**src/hdl/sha256_byte_stream_hasher_top_defines.svh**
```systemverilog
// ----------------------------------------------------------------------------
// SHA-256 byte stream hasher: assertion macros
// Clocked on i_clk, disabled while i_rst_n is low.
// ----------------------------------------------------------------------------
`ifndef SHA256_BYTE_STREAM_HASHER_TOP_DEFINES_SVH
`define SHA256_BYTE_STREAM_HASHER_TOP_DEFINES_SVH

// same-cycle implication
`define SHS_ASSERT_IMP(lbl, ante, cons) \
    lbl: assert property (@(posedge i_clk) disable iff (!i_rst_n) (ante) |-> (cons)) \
        else $error("shs: same-cycle check failed");

// next-cycle implication
`define SHS_ASSERT_NXT(lbl, ante, cons) \
    lbl: assert property (@(posedge i_clk) disable iff (!i_rst_n) (ante) |=> (cons)) \
        else $error("shs: next-cycle check failed");

`endif

```
**src/hdl/shs_pkg.sv**
```systemverilog
// ----------------------------------------------------------------------------
// SHA-256 byte stream hasher package
// Types, round constants, initial hash values and round functions.
// ----------------------------------------------------------------------------
`default_nettype none

package shs_pkg;

    localparam int unsigned BLOCK_BYTES = 64;
    localparam int unsigned LEN_POS     = 56;
    localparam int unsigned ROUNDS      = 64;
    localparam logic [7:0]  PAD_MARK    = 8'h80;

    typedef enum logic [1:0] {
        CMD_ABSORB     = 2'd0,
        CMD_ABSORB_FIN = 2'd1,
        CMD_FINISH     = 2'd2
    } t_cmd;

    typedef enum logic [2:0] {
        ST_IDLE,
        ST_PAD,
        ST_COMP,
        ST_FOLD,
        ST_DONE
    } t_state;

    // control from the sequencer to the schedule and round units
    typedef struct packed {
        logic       byte_en;   // shift one byte into the block
        logic [7:0] byte_val;
        logic       sched_en;  // produce W[t] + K[t]
        logic [5:0] t;
        logic       wload;     // working <= chain
        logic       round_en;  // one compression round
        logic       fold;      // chain += working
        logic       init;      // chain <= initial values
    } t_ctl;

    localparam logic [31:0] K_TAB [ROUNDS] = '{
        32'h428a2f98, 32'h71374491, 32'hb5c0fbcf, 32'he9b5dba5,
        32'h3956c25b, 32'h59f111f1, 32'h923f82a4, 32'hab1c5ed5,
        32'hd807aa98, 32'h12835b01, 32'h243185be, 32'h550c7dc3,
        32'h72be5d74, 32'h80deb1fe, 32'h9bdc06a7, 32'hc19bf174,
        32'he49b69c1, 32'hefbe4786, 32'h0fc19dc6, 32'h240ca1cc,
        32'h2de92c6f, 32'h4a7484aa, 32'h5cb0a9dc, 32'h76f988da,
        32'h983e5152, 32'ha831c66d, 32'hb00327c8, 32'hbf597fc7,
        32'hc6e00bf3, 32'hd5a79147, 32'h06ca6351, 32'h14292967,
        32'h27b70a85, 32'h2e1b2138, 32'h4d2c6dfc, 32'h53380d13,
        32'h650a7354, 32'h766a0abb, 32'h81c2c92e, 32'h92722c85,
        32'ha2bfe8a1, 32'ha81a664b, 32'hc24b8b70, 32'hc76c51a3,
        32'hd192e819, 32'hd6990624, 32'hf40e3585, 32'h106aa070,
        32'h19a4c116, 32'h1e376c08, 32'h2748774c, 32'h34b0bcb5,
        32'h391c0cb3, 32'h4ed8aa4a, 32'h5b9cca4f, 32'h682e6ff3,
        32'h748f82ee, 32'h78a5636f, 32'h84c87814, 32'h8cc70208,
        32'h90befffa, 32'ha4506ceb, 32'hbef9a3f7, 32'hc67178f2
    };

    localparam logic [31:0] IV_TAB [8] = '{
        32'h6a09e667, 32'hbb67ae85, 32'h3c6ef372, 32'ha54ff53a,
        32'h510e527f, 32'h9b05688c, 32'h1f83d9ab, 32'h5be0cd19
    };

    function automatic logic [31:0] big_sigma0(input logic [31:0] x);
        return {x[1:0], x[31:2]} ^ {x[12:0], x[31:13]} ^ {x[21:0], x[31:22]};
    endfunction

    function automatic logic [31:0] big_sigma1(input logic [31:0] x);
        return {x[5:0], x[31:6]} ^ {x[10:0], x[31:11]} ^ {x[24:0], x[31:25]};
    endfunction

    function automatic logic [31:0] small_sigma0(input logic [31:0] x);
        return {x[6:0], x[31:7]} ^ {x[17:0], x[31:18]} ^ {3'b000, x[31:3]};
    endfunction

    function automatic logic [31:0] small_sigma1(input logic [31:0] x);
        return {x[16:0], x[31:17]} ^ {x[18:0], x[31:19]} ^ {10'd0, x[31:10]};
    endfunction

    function automatic logic [31:0] f_ch(input logic [31:0] e, input logic [31:0] f,
                                         input logic [31:0] g);
        return (e & f) ^ (~e & g);
    endfunction

    function automatic logic [31:0] f_maj(input logic [31:0] a, input logic [31:0] b,
                                          input logic [31:0] c);
        return (a & b) ^ (a & c) ^ (b & c);
    endfunction

endpackage

`default_nettype wire

```
**src/hdl/shs_sched.sv**
```systemverilog
// ----------------------------------------------------------------------------
// SHA-256 block buffer and message schedule
// Sixteen-word shift line: bytes shift in while a block fills, then the
// same line expands the schedule one word per step and hands out W + K.
// ----------------------------------------------------------------------------
`default_nettype none

module shs_sched (
    input  wire logic          i_clk,
    input  wire shs_pkg::t_ctl i_ctl,
    output logic [31:0]        o_wk
);

    logic [31:0] r_win [16];   // r_win[0] holds the oldest word
    logic [31:0] r_wk;
    logic [31:0] w_new;
    logic [31:0] w_wt;

    assign w_new = r_win[0] + shs_pkg::small_sigma0(r_win[1]) + r_win[9]
                 + shs_pkg::small_sigma1(r_win[14]);
    // first sixteen steps just rotate the block words out
    assign w_wt  = (i_ctl.t[5:4] == 2'b00) ? r_win[0] : w_new;

    always_ff @(posedge i_clk) begin
        if (i_ctl.byte_en) begin
            for (int i = 0; i < 15; i++) begin
                r_win[i] <= {r_win[i][23:0], r_win[i+1][31:24]};
            end
            r_win[15] <= {r_win[15][23:0], i_ctl.byte_val};
        end else if (i_ctl.sched_en) begin
            for (int i = 0; i < 15; i++) begin
                r_win[i] <= r_win[i+1];
            end
            r_win[15] <= w_wt;
            r_wk      <= w_wt + shs_pkg::K_TAB[i_ctl.t];
        end
    end

    assign o_wk = r_wk;

endmodule

`default_nettype wire

```
**src/hdl/shs_round.sv**
```systemverilog
// ----------------------------------------------------------------------------
// SHA-256 round unit
// Chaining words and the eight working words; one round per cycle.
// ----------------------------------------------------------------------------
`default_nettype none

module shs_round (
    input  wire logic          i_clk,
    input  wire logic          i_rst_n,
    input  wire shs_pkg::t_ctl i_ctl,
    input  wire logic [31:0]   i_wk,
    output logic [31:0]        o_chain [8]
);

    logic [31:0] r_chain [8];
    logic [31:0] r_work  [8];
    logic [31:0] w_t1;
    logic [31:0] w_t2;

    assign w_t1 = r_work[7] + shs_pkg::big_sigma1(r_work[4])
                + shs_pkg::f_ch(r_work[4], r_work[5], r_work[6]) + i_wk;
    assign w_t2 = shs_pkg::big_sigma0(r_work[0])
                + shs_pkg::f_maj(r_work[0], r_work[1], r_work[2]);

    always_ff @(posedge i_clk) begin
        if (!i_rst_n || i_ctl.init) begin
            for (int i = 0; i < 8; i++) begin
                r_chain[i] <= shs_pkg::IV_TAB[i];
            end
        end else if (i_ctl.fold) begin
            for (int i = 0; i < 8; i++) begin
                r_chain[i] <= r_chain[i] + r_work[i];
            end
        end
    end

    always_ff @(posedge i_clk) begin
        if (i_ctl.wload) begin
            r_work <= r_chain;
        end else if (i_ctl.round_en) begin
            r_work[7] <= r_work[6];
            r_work[6] <= r_work[5];
            r_work[5] <= r_work[4];
            r_work[4] <= r_work[3] + w_t1;
            r_work[3] <= r_work[2];
            r_work[2] <= r_work[1];
            r_work[1] <= r_work[0];
            r_work[0] <= w_t1 + w_t2;
        end
    end

    assign o_chain = r_chain;

endmodule

`default_nettype wire

```
**src/hdl/sha256_byte_stream_hasher_top.sv**
```systemverilog
// ----------------------------------------------------------------------------
// SHA-256 byte stream hasher
//
//  channel | direction | handshake           | payload
//  --------+-----------+---------------------+---------------------------------
//  in      | in        | i_valid / o_stall   | i_cmd, i_data_byte
//  out     | out       | o_valid / i_stall   | o_digest_part0 .. o_digest_part3
//
// A plain byte is absorbed without a stall; the 64th byte of a block adds a
// compression (65 schedule/round steps plus one fold), set by the single round
// unit. Finish shifts padding one byte a cycle up to a block boundary and
// compresses, twice when the length spills, then loads the digest. The input
// stalls for all of that; the digest register lets the next message start
// while it waits.
// Reset is synchronous and restores the initial hash values.
// ----------------------------------------------------------------------------
`default_nettype none

`include "sha256_byte_stream_hasher_top_defines.svh"

module sha256_byte_stream_hasher_top (
    input  wire logic        i_clk,
    input  wire logic        i_rst_n,
    input  wire logic        i_valid,
    input  wire logic [1:0]  i_cmd,
    input  wire logic [7:0]  i_data_byte,
    output logic             o_stall,
    output logic             o_valid,
    input  wire logic        i_stall,
    output logic [63:0]      o_digest_part0,
    output logic [63:0]      o_digest_part1,
    output logic [63:0]      o_digest_part2,
    output logic [63:0]      o_digest_part3
);

    shs_pkg::t_state r_state, n_state;
    shs_pkg::t_ctl   w_ctl;
    shs_pkg::t_cmd   w_cmd;

    logic [5:0]  r_fill;
    logic [63:0] r_bits;
    logic [6:0]  r_cnt;
    logic        r_fin;      // finish requested, digest still owed
    logic        r_mark;     // 0x80 marker not yet placed
    logic        r_len_ok;   // length goes into the current block
    logic        r_last;     // running compression is the final one
    logic        w_acc;
    logic        w_absorb;
    logic        w_finreq;
    logic        w_wrap;
    logic        w_fit;
    logic        w_out_free;
    logic [7:0]  w_pad_byte;
    logic [31:0] w_wk;
    logic [31:0] w_chain [8];

    assign w_cmd      = shs_pkg::t_cmd'(i_cmd);
    assign w_acc      = i_valid && !o_stall;
    assign w_absorb   = w_acc && (w_cmd == shs_pkg::CMD_ABSORB ||
                                  w_cmd == shs_pkg::CMD_ABSORB_FIN);
    assign w_finreq   = w_acc && (w_cmd == shs_pkg::CMD_ABSORB_FIN ||
                                  w_cmd == shs_pkg::CMD_FINISH);
    assign w_wrap     = (r_fill == 6'(shs_pkg::BLOCK_BYTES - 1));
    assign w_out_free = !o_valid || !i_stall;
    // length fits when the marker lands at or before byte LEN_POS - 1
    assign w_fit      = r_mark ? (r_fill < 6'(shs_pkg::LEN_POS)) : r_len_ok;

    always_comb begin
        if (r_mark) begin
            w_pad_byte = shs_pkg::PAD_MARK;
        end else if (r_len_ok && r_fill >= 6'(shs_pkg::LEN_POS)) begin
            w_pad_byte = r_bits[{3'd7 - r_fill[2:0], 3'b000} +: 8];
        end else begin
            w_pad_byte = 8'h00;
        end
    end

    // next state
    always_comb begin
        n_state = r_state;
        unique case (r_state)
            shs_pkg::ST_IDLE: begin
                if (w_absorb && w_wrap) begin
                    n_state = shs_pkg::ST_COMP;
                end else if (w_finreq) begin
                    n_state = shs_pkg::ST_PAD;
                end
            end
            shs_pkg::ST_PAD: begin
                if (w_wrap) begin
                    n_state = shs_pkg::ST_COMP;
                end
            end
            shs_pkg::ST_COMP: begin
                if (r_cnt == 7'(shs_pkg::ROUNDS)) begin
                    n_state = shs_pkg::ST_FOLD;
                end
            end
            shs_pkg::ST_FOLD: begin
                if (r_last) begin
                    n_state = shs_pkg::ST_DONE;
                end else if (r_fin) begin
                    n_state = shs_pkg::ST_PAD;
                end else begin
                    n_state = shs_pkg::ST_IDLE;
                end
            end
            shs_pkg::ST_DONE: begin
                if (w_out_free) begin
                    n_state = shs_pkg::ST_IDLE;
                end
            end
            default: n_state = shs_pkg::ST_IDLE;
        endcase
    end

    // outputs of the sequencer
    always_comb begin
        o_stall        = 1'b1;
        w_ctl          = '0;
        w_ctl.t        = r_cnt[5:0];
        w_ctl.byte_val = i_data_byte;
        unique case (r_state)
            shs_pkg::ST_IDLE: begin
                o_stall       = 1'b0;
                w_ctl.byte_en = w_absorb;
            end
            shs_pkg::ST_PAD: begin
                w_ctl.byte_en  = 1'b1;
                w_ctl.byte_val = w_pad_byte;
            end
            shs_pkg::ST_COMP: begin
                // schedule runs one step ahead of the rounds
                w_ctl.sched_en = !r_cnt[6];
                w_ctl.wload    = (r_cnt == 7'd0);
                w_ctl.round_en = (r_cnt != 7'd0);
            end
            shs_pkg::ST_FOLD: begin
                w_ctl.fold = 1'b1;
            end
            shs_pkg::ST_DONE: begin
                w_ctl.init = w_out_free;
            end
            default: o_stall = 1'b1;
        endcase
    end

    always_ff @(posedge i_clk) begin
        if (!i_rst_n) begin
            r_state  <= shs_pkg::ST_IDLE;
            r_fill   <= '0;
            r_bits   <= '0;
            r_cnt    <= '0;
            r_fin    <= 1'b0;
            r_mark   <= 1'b0;
            r_len_ok <= 1'b0;
            r_last   <= 1'b0;
        end else begin
            r_state <= n_state;
            if (w_ctl.byte_en) begin
                r_fill <= r_fill + 6'd1;
            end
            if (w_ctl.init) begin
                r_bits <= '0;
            end else if (w_absorb) begin
                r_bits <= r_bits + 64'd8;
            end
            r_cnt <= (r_state == shs_pkg::ST_COMP) ? r_cnt + 7'd1 : 7'd0;
            if (r_state == shs_pkg::ST_IDLE && w_finreq) begin
                r_fin  <= 1'b1;
                r_mark <= 1'b1;
            end
            if (r_state == shs_pkg::ST_PAD) begin
                r_mark <= 1'b0;
                if (w_wrap) begin
                    r_last   <= w_fit;
                    r_len_ok <= 1'b1;
                end else begin
                    r_len_ok <= w_fit;
                end
            end
            if (w_ctl.init) begin
                r_fin  <= 1'b0;
                r_last <= 1'b0;
            end
        end
    end

    // result register
    always_ff @(posedge i_clk) begin
        if (!i_rst_n) begin
            o_valid <= 1'b0;
        end else if (w_ctl.init) begin
            o_valid <= 1'b1;
        end else if (!i_stall) begin
            o_valid <= 1'b0;
        end
    end

    always_ff @(posedge i_clk) begin
        if (w_ctl.init) begin
            o_digest_part0 <= {w_chain[0], w_chain[1]};
            o_digest_part1 <= {w_chain[2], w_chain[3]};
            o_digest_part2 <= {w_chain[4], w_chain[5]};
            o_digest_part3 <= {w_chain[6], w_chain[7]};
        end
    end

    shs_sched u_sched (
        .i_clk (i_clk),
        .i_ctl (w_ctl),
        .o_wk  (w_wk)
    );

    shs_round u_round (
        .i_clk   (i_clk),
        .i_rst_n (i_rst_n),
        .i_ctl   (w_ctl),
        .i_wk    (w_wk),
        .o_chain (w_chain)
    );

    `SHS_ASSERT_IMP(a_done_aligned, r_state == shs_pkg::ST_DONE, r_fill == 6'd0)
    `SHS_ASSERT_IMP(a_result_from_done, $rose(o_valid), $past(r_state) == shs_pkg::ST_DONE)
    `SHS_ASSERT_NXT(a_last_round_folds,
        r_state == shs_pkg::ST_COMP && r_cnt == 7'(shs_pkg::ROUNDS),
        r_state == shs_pkg::ST_FOLD)
    `SHS_ASSERT_IMP(a_mark_needs_fin, r_mark, r_fin)

endmodule

`default_nettype wire

```
**config.mk**
```make
export PLATFORM = sky130hd
export DESIGN_NAME = sha256_byte_stream_hasher_top
export DESIGN_NICKNAME = d
export VERILOG_FILES = /design/src/hdl/shs_pkg.sv /design/src/hdl/shs_sched.sv /design/src/hdl/shs_round.sv /design/src/hdl/sha256_byte_stream_hasher_top.sv
export VERILOG_INCLUDE_DIRS = /design/src /design/src/hdl
export SDC_FILE = /design/constraint.sdc
export NUM_CORES = 2
export LEC_CHECK = 0
export BUFFER_PORTS_ARGS = -buffer_cell sky130_fd_sc_hd__buf_2
export CORE_UTILIZATION = 30
export DETAILED_ROUTE_END_ITERATION = 10
export PLACE_DENSITY = 0.5
export SYNTH_ARGS = -nofsm -noshare
export SYNTH_HDL_FRONTEND = slang
export SYNTH_SLANG_ARGS = --single-unit
```
**constraint.sdc**
```tcl
create_clock -name i_clk -period 32.8 [get_ports i_clk]
set_input_delay 1.64 -clock i_clk [delete_from_list [all_inputs] [get_ports i_clk]]
set_output_delay 1.64 -clock i_clk [all_outputs]
set_load 0.02 [all_outputs]
```
==> summary.txt <==
Outcome
  • Status: finished, final reports clean

Clock tree
  • H-tree lvl count: 4
  • CTS clk-pin slew, worst paths: ~60 ps
  • Sink Count: between 1,000 and 1,500
  • TritonCTS clock tree: done
  • Cts repair resizes: 0
  • Worst skew pair latency: ~900 ps
  • Num CTS Buffers: roughly 170
  • Clock buffer depth: 4
  • Setup bufs post-CTS: 0
  • CTS root buf: clkbuf_16
  • Hold Buf Count CTS: 0

Global route
  • Gr usage total: 19.41%
  • Initial antenna violation count: 11
  • Vias in the first global route: ~60,000
  • Gr ovfl total: 0
  • Maximum number of pins on one net before global-route repair: 180
  • First-pass GRT wire length: roughly 410,000 um

Final layout
  • Commonest non-fill, non-tap cell in the layout: nand2_1
  • Net count, final: slightly below 9,000
  • Most frequent cells in the layout: nand2_1 (1,646), edfxtp_1 (1,056), a21oi_1 (559)
  • Layout filler cell count: between 20,000 and 30,000
  • Fraction of layout cells with a size suffix above 1: around an eighth
  • Area of the multi-input gates: roughly 40,000 sq um
  • Sequential standard cell area: 38,490 sq um
  • P&R area growth vs syn: 12.85%

Placed design
  • Detailed Place HPWL: 206,000 um
  • Gp weighted congestion: 0.9333
  • PortBufs: 271

Logic synthesis
  • Syn Inst Count: 8,151
  • Main synth FF type: edfxtp_1
  • Post-synth top area share: 38.51%
  • Sequential area share after synthesis: roughly 47%
  • Post-synth EDFFs: roughly 1,100
  • Avg Synthesized Cell Area: between 10 and 15 sq um
  • Post-Syn Area: between 80,000 and 90,000 sq um
  • Ranking of synthesized cells by area: edfxtp_1 (39%), dfxtp_1 (8.2%), nand2_1 (7.5%), ha_1 (6.6%), mux2_2 (4.5%)
  • Syn nets: about 9,000
  • Cell accounting for the most synthesized area: edfxtp_1
  • Yosys warnings: 0
  • Yosys cell types: 95
  • Async S/R FF share, synth: 0%
  • Register bit total from synthesis: ~1,400

Floorplan
  • Die Wd: approximately 530 um
  • Cell Rows: approximately 190
  • Initial Utilization: around 30%
  • I/O pin count: 272
  • Total core area: between 200,000 and 300,000 sq um
  • Die Height: ~530 um
  • Die ar.: 276,600 sq um

Worst setup path
  • CP required: ~33,000 ps
  • CP Max Fanout: 7
  • CP Capture Type: flip-flop
  • Arrival @ worst endpoint: roughly 8500 ps
  • Kind of critical path: flip-flop to flip-flop
  • Crit path launch type: flip-flop

STA
  • Setup TNS: 0 ps
  • Final hold vios: 0
  • Clock skew: between 90 and 100 ps
  • Min Tclk post-route: ~7900 ps
  • Crit share post-route: around 24%
  • Max Fclk: 0.1259 GHz
  • Pins Over Slew Limit: 0
  • RSZ-0062 raised after global routing: no
  • Worst-Margin Slew: ~1200 ps
  • Final setup fails: 0
  • Max_slew headroom: between 20 and 25%

Detailed routing
  • Drt first-iter violations: 5,042
  • Via density: ~5.2
  • Final wirelength: about 280,000 um
  • Post-route ant nets: 0
  • DRC: 0
  • Routed len/inst: ~23 um
  • Drt pass-1 iters: 8
  • DR vias: 61,610

Job
  • Max Cap Viol: 0

Worst hold path
  • Worst Hold Class: flip-flop to flip-flop
-- path summary, 6_finish.rpt --
check	slack, ps	endpoint	startpoint	cells past startpoint
worst max-delay path	24860	u_round.r_work[254]$_DFFE_PP_	u_round.r_work[122]$_DFFE_PP_	27
worst min-delay path	470	r_fin$_SDFFE_PP0P_	r_fin$_SDFFE_PP0P_	2
worst max register to register	24860	u_round.r_work[254]$_DFFE_PP_	u_round.r_work[122]$_DFFE_PP_	27
worst min register to register	470	r_fin$_SDFFE_PP0P_	r_fin$_SDFFE_PP0P_	2
-- area by class of cell --
cell class              instances  area share, %
diodes                         17        0.04578
clock buffers                 209          4.902
clock inverters                97          1.282
inverters                     375          1.523
multi-input cells            5967          44.07
flip-flops and latches       1394          41.41
well taps                    3570          4.806
repair buffers                324          1.955
-- critical path, cell delays in order, from the launching register on --
cell	delay (ps)
edfxtp_1	560
xor2_1	240
xnor2_1	230
fa_1	460
fa_1	490
inv_1	50
ha_1	210
fa_1	490
a211o_1	310
a21oi_1	320
o2bb2ai_1	180
o21ai_0	180
nand2b_1	130
a21o_1	190
a21oi_1	160
xnor2_1	230
fa_1	470
ha_1	440
and3_1	190
nand3_1	80
inv_1	120
o211ai_1	150
a211o_1	340
o21ai_1	410
a21oi_1	120
a2111oi_0	520
o21ai_0	140
a31o_2	240
-- metal layers --
metal  share of wire, %  GRT usage (%)  vias to the layer above
met5                  0              0                        -
met4                3.7          7.031                        0
met3                4.7          2.113                      400
met2                 46          31.38                     1654
met1                 46          26.68                    30550
li1                   -              -                    29010
-- registers in the layout, summed over array words and instances (netlist names), 32 cells and up --
signal,count
o_digest_part0,64
o_digest_part1,64
o_digest_part2,64
o_digest_part3,64
r_bits,61
u_round.o_chain,256
u_round.r_work,256
u_sched.o_wk,32
u_sched.r_win,512
-- cell families (layout without fill, tap and decap cells) --
logic type | after synthesis | in the layout | share of synthesized area (%)
mux | 397 | 397 | 5.611
fa+ha+maj | 624 | 624 | 10.92
buf+inv | 790 | 1005 | 3.604
simple gates | 2651 | 2651 | 13.94
xor+xnor | 620 | 620 | 6.594
compound gates | 1675 | 1675 | 12.60
other cells | 0 | 17 | 0
flops | 1394 | 1394 | 46.72
-- cells in the mapped netlist (12+ instances only) --
| library cell | number |
|---|---|
| nand2_1 | 1648 |
| edfxtp_1 | 1056 |
| a21oi_1 | 559 |
| ha_1 | 435 |
| xnor2_1 | 419 |
| clkbuf_1 | 392 |
| inv_1 | 373 |
| o21ai_0 | 366 |
| dfxtp_1 | 338 |
| nor2_1 | 331 |
| mux2_2 | 327 |
| xor2_1 | 201 |
| a21o_1 | 196 |
| fa_1 | 166 |
| nand3_1 | 151 |
| nor3_1 | 105 |
| o211ai_1 | 100 |
| a31oi_1 | 69 |
| nand2b_1 | 68 |
| a211oi_1 | 67 |
| or3_1 | 59 |
| and3_1 | 56 |
| nor2b_1 | 56 |
| mux2i_1 | 51 |
| o21bai_1 | 50 |
| o21a_1 | 46 |
| nand4_1 | 42 |
| and2_1 | 29 |
| o31ai_1 | 24 |
| maj3_1 | 23 |
| o22ai_1 | 23 |
| a311oi_1 | 22 |
| buf_1 | 21 |
| or2_2 | 20 |
| mux4_2 | 19 |
| nor3b_1 | 18 |
| a211o_1 | 14 |
| a21boi_0 | 13 |
| nor4_1 | 12 |
-- metrics by stage --
step           setup WS [ps]  std cells  hold WS [ps]  cell area (sq um)  util [%]
2_1_floorplan          333.5       8151         436.7              82350         -
3_3_place_gp           24950      11630         452.1              87140     32.04
3_5_place_dp           25000      11630         454.8              87140     32.04
4_1_cts                24910      11940         469.0              92890     34.16
5_1_grt                24460      11950         490.6              92930     34.17
6_report               24860      11950         465.1              92930     34.17
Power is left out: the tool's default activity adds up to more than one toggle a clock period on the data nets, which glitch-free logic cannot reach.
